File: config.mk
export PLATFORM = sky130hd
export DESIGN_NAME = marked_message_fifo
export DESIGN_NICKNAME = d
export VERILOG_FILES = /design/src/sv/mmf_pkg.sv /design/src/sv/mmf_cell.sv /design/src/sv/mmf_ctrl.sv /design/src/sv/marked_message_fifo.sv
export VERILOG_INCLUDE_DIRS = /design/src /design/src/sv
export SDC_FILE = /design/constraint.sdc
export NUM_CORES = 1
export LEC_CHECK = 0
export BUFFER_PORTS_ARGS = -buffer_cell sky130_fd_sc_hd__buf_2
export CAP_MARGIN = 30
export CORE_ASPECT_RATIO = 1.5
export CORE_MARGIN = 2
export CORE_UTILIZATION = 34
export DETAILED_ROUTE_END_ITERATION = 6
export SETUP_SLACK_MARGIN = 0.3
export SLEW_MARGIN = 15
export SYNTH_ARGS = -nofsm -noshare
export SYNTH_HDL_FRONTEND = slang
export SYNTH_SLANG_ARGS = --single-unit
File: constraint.sdc
create_clock -name clk -period 122.5 [get_ports clk]
set_input_delay 36.75 -clock clk [delete_from_list [all_inputs] [get_ports clk]]
set_output_delay 36.75 -clock clk [all_outputs]
set_load 0.01 [all_outputs]
File: src/sv/marked_message_fifo_assert.svh
// Assertion macros for the marked message queue.
// Used at the end of the top level; expects clk and rst_n in scope.
`ifndef MARKED_MESSAGE_FIFO_ASSERT_SVH
`define MARKED_MESSAGE_FIFO_ASSERT_SVH

// Same-cycle implication, checked out of reset.
`define MMF_ASSERT_IMPL(name, cond, prop) \
    name: assert property (@(posedge clk) disable iff (!rst_n) (cond) |-> (prop)) \
        else $error("marked_message_fifo: same-cycle check failed");

// Next-cycle implication, checked out of reset.
`define MMF_ASSERT_NEXT(name, cond, prop) \
    name: assert property (@(posedge clk) disable iff (!rst_n) (cond) |=> (prop)) \
        else $error("marked_message_fifo: next-cycle check failed");

`endif

File: src/sv/mmf_pkg.sv
// Shared types and field widths for the marked message queue.
// No dependencies.
package mmf_pkg;

    localparam int VALUE_W = 32;
    localparam int ACTION_W = 3;
    localparam int COUNT_W = 7;
    localparam int SUM_W = 38;

    typedef enum logic [ACTION_W-1:0] {
        ACT_PUSH   = 3'd0,
        ACT_POP    = 3'd1,
        ACT_AGE    = 3'd2,
        ACT_MARK   = 3'd3,
        ACT_CLEAR  = 3'd4,
        ACT_STATUS = 3'd5
    } action_t;

    typedef enum logic [1:0] {
        ST_IDLE,
        ST_SCAN,
        ST_DONE
    } state_t;

    typedef struct packed {
        logic [VALUE_W-1:0] value;
        logic               mark;
    } entry_t;

endpackage

File: src/sv/mmf_cell.sv
// One storage cell of the queue ring: holds a value and its end mark.
// Depends on mmf_pkg for the entry type.
module mmf_cell (
    input  logic            clk,
    input  logic            shift,
    input  mmf_pkg::entry_t d_in,
    output mmf_pkg::entry_t q
);
    import mmf_pkg::*;

    entry_t entry_reg;
    entry_t entry_next;

    always_comb
    begin
        entry_next = entry_reg;
        if (shift)
        begin
            entry_next = d_in;
        end
    end

    always_ff @(posedge clk)
    begin
        entry_reg <= entry_next;
    end

    assign q = entry_reg;

endmodule

File: src/sv/mmf_ctrl.sv
// Sequencer of the marked message queue: takes actions, runs the ring scan,
// updates the head cell on its way to the tail and accumulates status.
// Depends on mmf_pkg.
module mmf_ctrl #(
    parameter int DEPTH = 64
) (
    input  logic                         clk,
    input  logic                         rst_n,
    input  logic                         in_valid,
    output logic                         in_stall,
    input  logic [mmf_pkg::ACTION_W-1:0] action,
    input  logic [mmf_pkg::VALUE_W-1:0]  value,
    output logic                         out_valid,
    input  logic                         out_stall,
    output logic [mmf_pkg::VALUE_W-1:0]  popped_value,
    output logic                         popped_last,
    output logic                         refused,
    output logic [mmf_pkg::COUNT_W-1:0]  entry_count,
    output logic [mmf_pkg::COUNT_W-1:0]  message_size,
    output logic [mmf_pkg::SUM_W-1:0]    total_sum,
    input  mmf_pkg::entry_t              head,
    output mmf_pkg::entry_t              feed,
    output logic                         shift
);
    import mmf_pkg::*;

    localparam int IDX_W = (DEPTH > 1) ? $clog2(DEPTH) : 1;
    localparam int CNT_W = $clog2(DEPTH + 1);
    localparam logic [IDX_W-1:0] LAST_IDX = IDX_W'(DEPTH - 1);
    localparam logic [CNT_W-1:0] FULL_CNT = CNT_W'(DEPTH);

    state_t               state_reg, state_next;
    logic [IDX_W-1:0]     k_reg, k_next;
    logic [CNT_W-1:0]     count_reg, count_next;
    action_t              act_reg, act_next;
    logic [VALUE_W-1:0]   val_reg, val_next;
    logic [VALUE_W-1:0]   pop_val_reg, pop_val_next;
    logic                 pop_last_reg, pop_last_next;
    logic                 refused_reg, refused_next;
    logic [SUM_W-1:0]     sum_reg, sum_next;
    logic [CNT_W-1:0]     msize_reg, msize_next;
    logic                 found_reg, found_next;

    logic                 out_valid_reg, out_valid_next;
    logic [VALUE_W-1:0]   out_pval_reg, out_pval_next;
    logic                 out_plast_reg, out_plast_next;
    logic                 out_ref_reg, out_ref_next;
    logic [CNT_W-1:0]     out_cnt_reg, out_cnt_next;
    logic [CNT_W-1:0]     out_msize_reg, out_msize_next;
    logic [SUM_W-1:0]     out_sum_reg, out_sum_next;

    logic [CNT_W-1:0]     k_ext;
    logic                 in_range;
    logic                 take;
    entry_t               ent;

    always_comb
    begin
        state_next     = state_reg;
        k_next         = k_reg;
        count_next     = count_reg;
        act_next       = act_reg;
        val_next       = val_reg;
        pop_val_next   = pop_val_reg;
        pop_last_next  = pop_last_reg;
        refused_next   = refused_reg;
        sum_next       = sum_reg;
        msize_next     = msize_reg;
        found_next     = found_reg;
        out_valid_next = out_valid_reg;
        out_pval_next  = out_pval_reg;
        out_plast_next = out_plast_reg;
        out_ref_next   = out_ref_reg;
        out_cnt_next   = out_cnt_reg;
        out_msize_next = out_msize_reg;
        out_sum_next   = out_sum_reg;
        shift          = 1'b0;
        feed           = head;
        ent            = head;
        take           = 1'b0;
        k_ext          = CNT_W'(k_reg);
        in_range       = (k_ext < count_reg);

        // drop the result once the far side takes it
        if (out_valid_reg && !out_stall)
        begin
            out_valid_next = 1'b0;
        end

        unique case (state_reg)
            ST_IDLE:
            begin
                if (in_valid)
                begin
                    act_next      = action_t'(action);
                    val_next      = value;
                    k_next        = '0;
                    sum_next      = '0;
                    msize_next    = '0;
                    found_next    = 1'b0;
                    pop_val_next  = '0;
                    pop_last_next = 1'b0;
                    refused_next  = 1'b0;
                    state_next    = ST_SCAN;
                    case (action_t'(action))
                        ACT_PUSH:
                        begin
                            refused_next = (count_reg == FULL_CNT);
                        end
                        ACT_POP:
                        begin
                            if (count_reg == '0)
                            begin
                                refused_next = 1'b1;
                            end
                            else
                            begin
                                // rotate the head out; it lands past the new tail
                                pop_val_next  = head.value;
                                pop_last_next = head.mark;
                                count_next    = count_reg - CNT_W'(1);
                                shift         = 1'b1;
                            end
                        end
                        ACT_CLEAR:
                        begin
                            count_next = '0;
                        end
                        default:
                        begin
                        end
                    endcase
                end
            end

            ST_SCAN:
            begin
                shift = 1'b1;
                take  = in_range;
                if (act_reg == ACT_AGE && in_range && ent.value != '1)
                begin
                    ent.value = head.value + VALUE_W'(1);
                end
                if (act_reg == ACT_MARK && (k_ext + CNT_W'(1)) == count_reg)
                begin
                    ent.mark = 1'b1;
                end
                if (act_reg == ACT_PUSH && !refused_reg && k_ext == count_reg)
                begin
                    ent.value = val_reg;
                    ent.mark  = 1'b0;
                    take      = 1'b1;
                end
                feed = ent;
                if (take)
                begin
                    sum_next = sum_reg + SUM_W'(ent.value);
                    if (ent.mark && !found_reg)
                    begin
                        found_next = 1'b1;
                        msize_next = k_ext + CNT_W'(1);
                    end
                end
                k_next = k_reg + IDX_W'(1);
                if (k_reg == LAST_IDX)
                begin
                    k_next     = '0;
                    state_next = ST_DONE;
                    if (act_reg == ACT_PUSH && !refused_reg)
                    begin
                        count_next = count_reg + CNT_W'(1);
                    end
                end
            end

            ST_DONE:
            begin
                // hold until the result register is free
                if (!out_valid_reg || !out_stall)
                begin
                    out_valid_next = 1'b1;
                    out_pval_next  = pop_val_reg;
                    out_plast_next = pop_last_reg;
                    out_ref_next   = refused_reg;
                    out_cnt_next   = count_reg;
                    out_msize_next = found_reg ? msize_reg : count_reg;
                    out_sum_next   = sum_reg;
                    state_next     = ST_IDLE;
                end
            end

            default:
            begin
                state_next = ST_IDLE;
            end
        endcase
    end

    always_ff @(posedge clk or negedge rst_n)
    begin
        if (!rst_n)
        begin
            state_reg     <= ST_IDLE;
            k_reg         <= '0;
            count_reg     <= '0;
            out_valid_reg <= 1'b0;
        end
        else
        begin
            state_reg     <= state_next;
            k_reg         <= k_next;
            count_reg     <= count_next;
            out_valid_reg <= out_valid_next;
        end
    end

    always_ff @(posedge clk)
    begin
        act_reg       <= act_next;
        val_reg       <= val_next;
        pop_val_reg   <= pop_val_next;
        pop_last_reg  <= pop_last_next;
        refused_reg   <= refused_next;
        sum_reg       <= sum_next;
        msize_reg     <= msize_next;
        found_reg     <= found_next;
        out_pval_reg  <= out_pval_next;
        out_plast_reg <= out_plast_next;
        out_ref_reg   <= out_ref_next;
        out_cnt_reg   <= out_cnt_next;
        out_msize_reg <= out_msize_next;
        out_sum_reg   <= out_sum_next;
    end

    assign in_stall     = (state_reg != ST_IDLE);
    assign out_valid    = out_valid_reg;
    assign popped_value = out_pval_reg;
    assign popped_last  = out_plast_reg;
    assign refused      = out_ref_reg;
    assign entry_count  = COUNT_W'(out_cnt_reg);
    assign message_size = COUNT_W'(out_msize_reg);
    assign total_sum    = out_sum_reg;

endmodule

File: src/sv/marked_message_fifo.sv
// Top level of the marked message queue: a ring of storage cells and the
// sequencer that scans it. Depends on mmf_pkg, mmf_cell, mmf_ctrl and
// marked_message_fifo_assert.svh.
//
//  channel  | handshake             | payload
//  ---------+-----------------------+---------------------------------------------
//  in       | in_valid / in_stall   | action, value
//  out      | out_valid / out_stall | popped_value, popped_last, refused,
//           |                       | entry_count, message_size, total_sum
//
// Each action runs in order: the transfer, a scan in which the ring turns once
// past the head cell (aging, marking, pushing and summing one entry per cycle),
// and the load of the result register.
// Reset empties the queue; cell contents are not cleared.
// A stalled result is held; the next action is taken once the result register
// is loaded, and a finished action holds in its last cycle, stalling the input,
// until the result that still waits is taken.
module marked_message_fifo #(
    parameter int DEPTH = 64
) (
    input  logic                         clk,
    input  logic                         rst_n,
    input  logic                         in_valid,
    output logic                         in_stall,
    input  logic [mmf_pkg::ACTION_W-1:0] action,
    input  logic [mmf_pkg::VALUE_W-1:0]  value,
    output logic                         out_valid,
    input  logic                         out_stall,
    output logic [mmf_pkg::VALUE_W-1:0]  popped_value,
    output logic                         popped_last,
    output logic                         refused,
    output logic [mmf_pkg::COUNT_W-1:0]  entry_count,
    output logic [mmf_pkg::COUNT_W-1:0]  message_size,
    output logic [mmf_pkg::SUM_W-1:0]    total_sum
);
    import mmf_pkg::*;

    entry_t cell_q [DEPTH];
    entry_t feed;
    logic   shift;

    genvar i;
    generate
        for (i = 0; i < DEPTH; i++)
        begin : g_cell
            entry_t d_in;
            if (i == DEPTH - 1)
            begin : g_tail
                assign d_in = feed;
            end
            else
            begin : g_body
                assign d_in = cell_q[i+1];
            end
            mmf_cell u_cell (
                .clk   (clk),
                .shift (shift),
                .d_in  (d_in),
                .q     (cell_q[i])
            );
        end
    endgenerate

    mmf_ctrl #(
        .DEPTH (DEPTH)
    ) u_ctrl (
        .clk          (clk),
        .rst_n        (rst_n),
        .in_valid     (in_valid),
        .in_stall     (in_stall),
        .action       (action),
        .value        (value),
        .out_valid    (out_valid),
        .out_stall    (out_stall),
        .popped_value (popped_value),
        .popped_last  (popped_last),
        .refused      (refused),
        .entry_count  (entry_count),
        .message_size (message_size),
        .total_sum    (total_sum),
        .head         (cell_q[0]),
        .feed         (feed),
        .shift        (shift)
    );

    `include "marked_message_fifo_assert.svh"

    `MMF_ASSERT_NEXT(a_busy_after_transfer, in_valid && !in_stall, in_stall)
    `MMF_ASSERT_IMPL(a_refused_no_pop, out_valid && refused, popped_value == '0 && !popped_last)
    `MMF_ASSERT_IMPL(a_no_shift_idle, !in_stall && !in_valid, !shift)

endmodule

==> results of run 1 <==
-- area by class of cell --
type,instances,area (µm²)
antenna,1,2.50
fill,19200,133000
multi-input combinational,740,4790
sequential,2329,69900
clock buffer,257,5460
inverter,23,87.6
timing repair buffer,180,1350
clock inverter,127,1300
tap,2875,3600
-- power by group through the flow --
stage	registers, mW	logic, mW	clock network [mW]
after floorplan	1.98	0.200	0
after global placement	1.61	0.265	0
after detailed placement	1.61	0.275	0
after CTS	1.61	0.275	0.654
after global routing	1.64	0.315	0.684
final	1.59	0.284	0.634
-- how the worst max path moves through the flow --
| stage | startpoint | cells after the start | slack, ps | end |
|---|---|---|---|---|
| floorplan | action[2] | 3 | 28930 | g_cell[0].u_cell.q[0]$_DFFE_PP_ |
| global placement | action[2] | 11 | 79140 | g_cell[16].u_cell.q[2]$_DFFE_PP_ |
| detailed placement | action[2] | 11 | 78950 | g_cell[17].u_cell.q[1]$_DFFE_PP_ |
| CTS | action[2] | 11 | 79920 | g_cell[12].u_cell.q[17]$_DFFE_PP_ |
| global route | action[2] | 13 | 79880 | g_cell[29].u_cell.q[1]$_DFFE_PP_ |
| finish | action[2] | 13 | 80340 | g_cell[18].u_cell.q[2]$_DFFE_PP_ |
-- per-layer routing --
metal  routed length [µm]  share of wire [%]  vias to the layer above  track usage [%]
li1                     -                  -                    13200                -
met1                55600                 49                    15000             15.5
met2                44200                 39                      929             12.3
met3                 9570                8.5                      243             3.07
met4                 3100                2.8                       12             3.83
met5                   72              0.064                        -                0
-- worst max-delay path: cells and delay by family --
family / cells / cell delay, ps
simple gates: 2 / 390
compound gates: 1 / 200
buf+inv: 10 / 5080
-- cell usage in the layout, fill, tap and decap left out, types with 6 or more instances in the layout --
cell,Yosys,final
clkbuf_16,0,211
buf_2,8,126
buf_4,1,37
and3_1,15,15
o21a_1,10,10
o22ai_1,8,8
nor3_1,16,16
o22a_1,13,13
buf_16,0,13
clkinv_2,0,30
clkbuf_1,35,45
and2_1,46,46
a31oi_1,12,12
clkinvlp_4,0,8
clkinv_4,0,6
bufinv_16,0,14
dfrtp_1,16,16
xor2_1,27,27
a41o_1,6,6
nand3_1,22,22
o21ai_0,46,46
a2bb2oi_1,6,6
nand2_1,70,70
nand2b_1,7,6
clkinv_16,0,11
inv_1,23,21
nand4_1,12,12
a21oi_1,118,117
xnor2_1,37,37
ha_1,45,45
a21o_1,27,27
nor2_1,101,99
a211oi_1,6,6
edfxtp_1,2313,2313
clkinv_1,0,52
-- per-stage QoR --
step | hold slack (ps) | utilization (%) | setup WS, ps
6_report | 369 | 39.4 | 80340
2_1_floorplan | 400 | - | 28930
3_3_place_gp | 400 | 36.1 | 79140
4_1_cts | 361 | 39.2 | 79920
3_5_place_dp | 405 | 36.1 | 78950
5_1_grt | 367 | 39.4 | 79880
-- cells by family (layout without fill, tap and decap cells) --
group | count (synthesis) | count (layout) | synth area share [%]
DFF | 2329 | 2329 | 93.2
and+or+nand+nor | 335 | 335 | 2.30
AOI/OAI and AO/OA | 290 | 290 | 2.44
buffers and inverters | 75 | 587 | 0.408
xor gates and xnor gates | 64 | 64 | 0.748
adders and majority gates | 46 | 46 | 0.778
muxes | 5 | 5 | 0.0685
other | 0 | 1 | 0
==> impl_metrics.json, run 1 <==
{
  "stdcell_area_um2": 86400,
  "yosysMostFrequentCell": "edfxtp_1",
  "status": "completed",
  "dieArea_um2": 224000,
  "slew_viol_final": 0,
  "critPathMaxStageDelay_ps": 800,
  "combPwrFrac_pct": 11.3,
  "routed_via_density": 4.50,
  "hold_path.class": "register to register",
  "post_cts_buffers": 0,
  "period_minus_slack_ps": 42160,
  "area_growth_pct": 15.4,
  "r2r_slack_ps": 115360,
  "grt_pass1_wl_mm": 169,
  "cp_slowest_cell": "buf_4",
  "min_to": "g_cell[18].u_cell.q[5]$_DFFE_PP_",
  "htreeDepth": 4,
  "critical_path.max_fanout": 78,
  "cp-start-kind": "input pin",
  "worstPathCellList": "buf_2 -> nor4b_2 -> buf_4 -> a21oi_1 -> nor2_4 -> buf_4 -> buf_16 -> buf_4 -> buf_4 -> buf_4 -> buf_4 -> buf_16 -> buf_4",
  "clk_latency_ps": 850,
  "yosysWarnings": 0,
  "pwr-share-seq_pct": 63.5,
  "layout-drive-gt1-share_pct": 13.5,
  "tritoncts": "yes",
  "initial_core_util_pct": 34.1,
  "setup_tns_ps": 0,
  "cts-root-buf": "clkbuf_16",
  "ant_nets": 0,
  "drt_wl_total_mm": 113,
  "fmax_ghz": 0.0237,
  "synth_area_leaders": "edfxtp_1 (93%), a21oi_1 (0.79%), ha_1 (0.75%)",
  "worstReg2RegStart": "u_ctrl.count_reg[0]$_DFFE_PN0P_",
  "async_flop_share_pct": 0.687,
  "synthesis.nets": 3229,
  "synth_top_area_share_pct": 92.7,
  "grtUsageTotal_pct": 9.80,
  "port-buffer-count": 126,
  "avgSynthCellArea_um2": 23.8,
  "setup_viol": 0,
  "num_rows": 211,
  "drt-pass1-iter-count": 7,
  "cts.sinks": 2329,
  "synthCells": 3144,
  "cts_buffers": 211,
  "reg2reg_to": "g_cell[18].u_cell.q[2]$_DFFE_PP_",
  "num_vias": 29400,
  "synth_common_cells": "edfxtp_1 (2313), a21oi_1 (118), nor2_1 (101), nand2_1 (70)",
  "leakagePower_nw": 30.2,
  "worst-setup-path-type": "input pin to register",
  "power.switching_uw": 633,
  "first_iter_violations": 3549,
  "gp_congestion": 0.798,
  "fin_nets": 3570,
  "end_kind": "register",
  "dp.cells": 6134,
  "synth_edf_count": 2313,
  "grt_max_degree": 206,
  "post-route-period-util_pct": 34.4,
  "power_density_nw_per_um2": 29.1,
  "clk_pin_slew_ps": 60,
  "worst_pin_slew_ps": 1080,
  "cpMostUsedCell": "buf_4",
  "slew_headroom_pct": 28.3,
  "final-hold-violation-count": 0,
  "p_clk_share_pct": 25.2,
  "required_ps": 122950,
  "hp-start": "g_cell[19].u_cell.q[5]$_DFFE_PP_",
  "core_area_um2": 220000,
  "grt_antenna_before_repair": 23,
  "place_area_um2": 79300,
  "synth_seq_cells": 2329,
  "finalClockSkew_ps": 70.0,
  "ctsResizeCount": 0,
  "synth_area_leader_cell": "edfxtp_1",
  "hold-path-cell-count": 0,
  "rsz0062_at_grt": "no",
  "power_mw": 2.51,
  "rr_worst_depth": 16,
  "die_w_um": 387,
  "cts_buffer_depth": 3,
  "switching_share_pct": 25.2,
  "ir_drop_mv": 0.0179,
  "grt_pass1_vias": 28200,
  "largest_reg_flops": 2112,
  "ys.flop_type": "edfxtp_1",
  "synth_cell_types": 74,
  "drcViolationCount": 0,
  "die_h_um": 579,
  "ctsHoldBuffers": 0,
  "place_hpwl_mm": 63.0,
  "ioPinCount": 127,
  "netlist_area_um2": 74900,
  "wl_per_cell_um": 17.2,
  "worstPathArrival_ps": 42610,
  "maxCapViolCount": 0,
  "fin_cells": 6532,
  "p_int_mw": 1.88,
  "yosysSeqAreaShare_pct": 93.2,
  "grt_overflow": 0
}
(Power assumes the default switching activity.)
==> run 2: changes to the inputs <==
==> constraint.sdc (replaced) <==
create_clock -name clk -period 34.5 [get_ports clk]
set_input_delay 10.35 -clock clk [delete_from_list [all_inputs] [get_ports clk]]
set_output_delay 10.35 -clock clk [all_outputs]
set_load 0.01 [all_outputs]
==> impl_metrics.json, run 2 (same netlist as run 1, synthesis figures left out) <==
{
  "worstPathArrival_ps": 16190,
  "ant_nets": 0,
  "place_hpwl_mm": 63.3,
  "mostFrequentLayoutCell": "edfxtp_1",
  "routed_via_density": 4.48,
  "rr_worst_depth": 15,
  "leakagePower_nw": 30.1,
  "period_minus_slack_ps": 15700,
  "drt-pass1-iter-count": 5,
  "clk_latency_ps": 820,
  "htreeDepth": 4,
  "tritoncts": "yes",
  "worst-setup-path-type": "input pin to register",
  "die_w_um": 387,
  "largest_reg_flops": 2112,
  "end_kind": "register",
  "hold_path.class": "register to register",
  "num_rows": 211,
  "wl_met2_mm": 43.8,
  "clk_pin_slew_ps": 70,
  "r2r_slack_ps": 27360,
  "critPathMaxStageDelay_ps": 780,
  "slew_viol_final": 0,
  "worstReg2RegStart": "u_ctrl.count_reg[0]$_DFFE_PN0P_",
  "timing.final.ws_setup_ps": 18800,
  "die_h_um": 579,
  "dieArea_um2": 224000,
  "power_density_nw_per_um2": 103,
  "drt_wl_total_mm": 113,
  "critical_path.max_fanout": 182,
  "core_area_um2": 220000,
  "ctsResizeCount": 0,
  "wl_met3_mm": 9.25,
  "status": "completed",
  "hp-start": "g_cell[54].u_cell.q[9]$_DFFE_PP_",
  "setup_tns_ps": 0,
  "grt_antenna_before_repair": 18,
  "worst_pin_slew_ps": 1080,
  "hold-path-cell-count": 0,
  "cts.sinks": 2329,
  "required_ps": 34990,
  "post_cts_buffers": 0,
  "final-hold-violation-count": 0,
  "cpMostUsedCell": "buf_4",
  "grtUsageTotal_pct": 9.84,
  "reg2reg_to": "g_cell[50].u_cell.q[6]$_DFFE_PP_",
  "cp_slowest_cell": "buf_4",
  "grt_max_degree": 206,
  "ioPinCount": 127,
  "cts_buffers": 207,
  "min_to": "g_cell[53].u_cell.q[9]$_DFFE_PP_",
  "wl_per_cell_um": 17.3,
  "fillers": 19300,
  "grt_overflow": 0,
  "final_cell_mix": "edfxtp_1 (2313), clkbuf_16 (210), buf_2 (126), a21oi_1 (116), nor2_1 (99)",
  "post-route-period-util_pct": 45.5,
  "ir_drop_mv": 0.0664,
  "setup_viol": 0,
  "layout-drive-gt1-share_pct": 13.6,
  "ctsHoldBuffers": 0,
  "first_iter_violations": 3620,
  "fmax_ghz": 0.0637,
  "gp_congestion": 0.802,
  "cp-start-kind": "input pin",
  "grt_pass1_wl_mm": 170,
  "place_ws_ps": 17760,
  "slew_headroom_pct": 28.0,
  "grt_pass1_vias": 27700,
  "num_vias": 29200,
  "cts_buffer_depth": 3,
  "area_growth_pct": 15.0,
  "maxCapViolCount": 0,
  "finalClockSkew_ps": 27.4,
  "port-buffer-count": 126,
  "initial_core_util_pct": 34.1,
  "cts-root-buf": "clkbuf_16",
  "wl_met1_mm": 57.0,
  "drcViolationCount": 0,
  "fin_nets": 3556,
  "worstPathCellList": "buf_2 -> nor4b_4 -> buf_4 -> a21oi_2 -> nor2_4 -> buf_12 -> buf_4 -> buf_4 -> buf_4 -> buf_4 -> buf_4 -> buf_12",
  "top_layer_used": "met5",
  "rsz0062_at_grt": "no"
}
## run 2: changes by cell type in the layout (fill, tap and decap cells not counted), moves of 6 or more
cell | before | now
buf_16 | 13 | 5
buf_4 | 37 | 31
clkbuf_1 | 45 | 39
clkinv_16 | 11 | 1
clkinv_2 | 30 | 45
clkinv_4 | 6 | 0
inv_6 | 2 | 8
## run 2: through the flow
step	area (µm²)	utilization, %	hold slack [ps]	power, mW	cells
2_1_floorplan	74900	-	400	7.01	3144
3_3_place_gp	79300	36.1	401	6.65	6128
3_5_place_dp	79400	36.1	405	6.69	6131
4_1_cts	86000	39.1	386	9.00	6517
5_1_grt	86100	39.2	397	9.33	6524
6_report	86100	39.2	396	8.89	6529
## run 2: layer usage
| metal | track usage [%] | vias up |
|---|---|---|
| met5 | 0 | - |
| li1 | - | 13200 |
| met4 | 3.26 | 8 |
| met3 | 2.73 | 211 |
| met1 | 16.2 | 14900 |
| met2 | 12.2 | 912 |
## run 2: critical path, delay by kind of cell
kind            cells  cell delay (ps)
buf+inv             9             4990
simple gates        2              430
compound gates      1              140
## run 2: worst max-delay path by stage
stage | startpoint | end | slack [ps]
after floorplan | action[1] | g_cell[0].u_cell.q[0]$_DFFE_PP_ | -8080
after global placement | action[1] | g_cell[22].u_cell.q[13]$_DFFE_PP_ | 17970
after detailed placement | action[1] | g_cell[41].u_cell.q[6]$_DFFE_PP_ | 17760
after CTS | action[1] | g_cell[31].u_cell.q[6]$_DFFE_PP_ | 18680
after global routing | action[1] | g_cell[26].u_cell.q[6]$_DFFE_PP_ | 18330
final | action[1] | g_cell[50].u_cell.q[6]$_DFFE_PP_ | 18800
## run 2: final cells by class
cell class,instances,area (µm²),share of cell area (%)
diodes,6,15.0,0.0174
clock buffers,249,5400,6.27
clock inverters,137,1220,1.42
inverters,23,87.6,0.102
multi-input cells,740,4810,5.58
flip-flops and latches,2329,69900,81.1
well taps,2875,3600,4.18
repair buffers,170,1150,1.33
## run 2: power by group
part	total, mW	internal [mW]	switching (mW)
clock	2.24	1.25	0.985
sequential	5.68	5.15	0.525
combinational	0.973	0.268	0.705
total	8.89	6.67	2.21
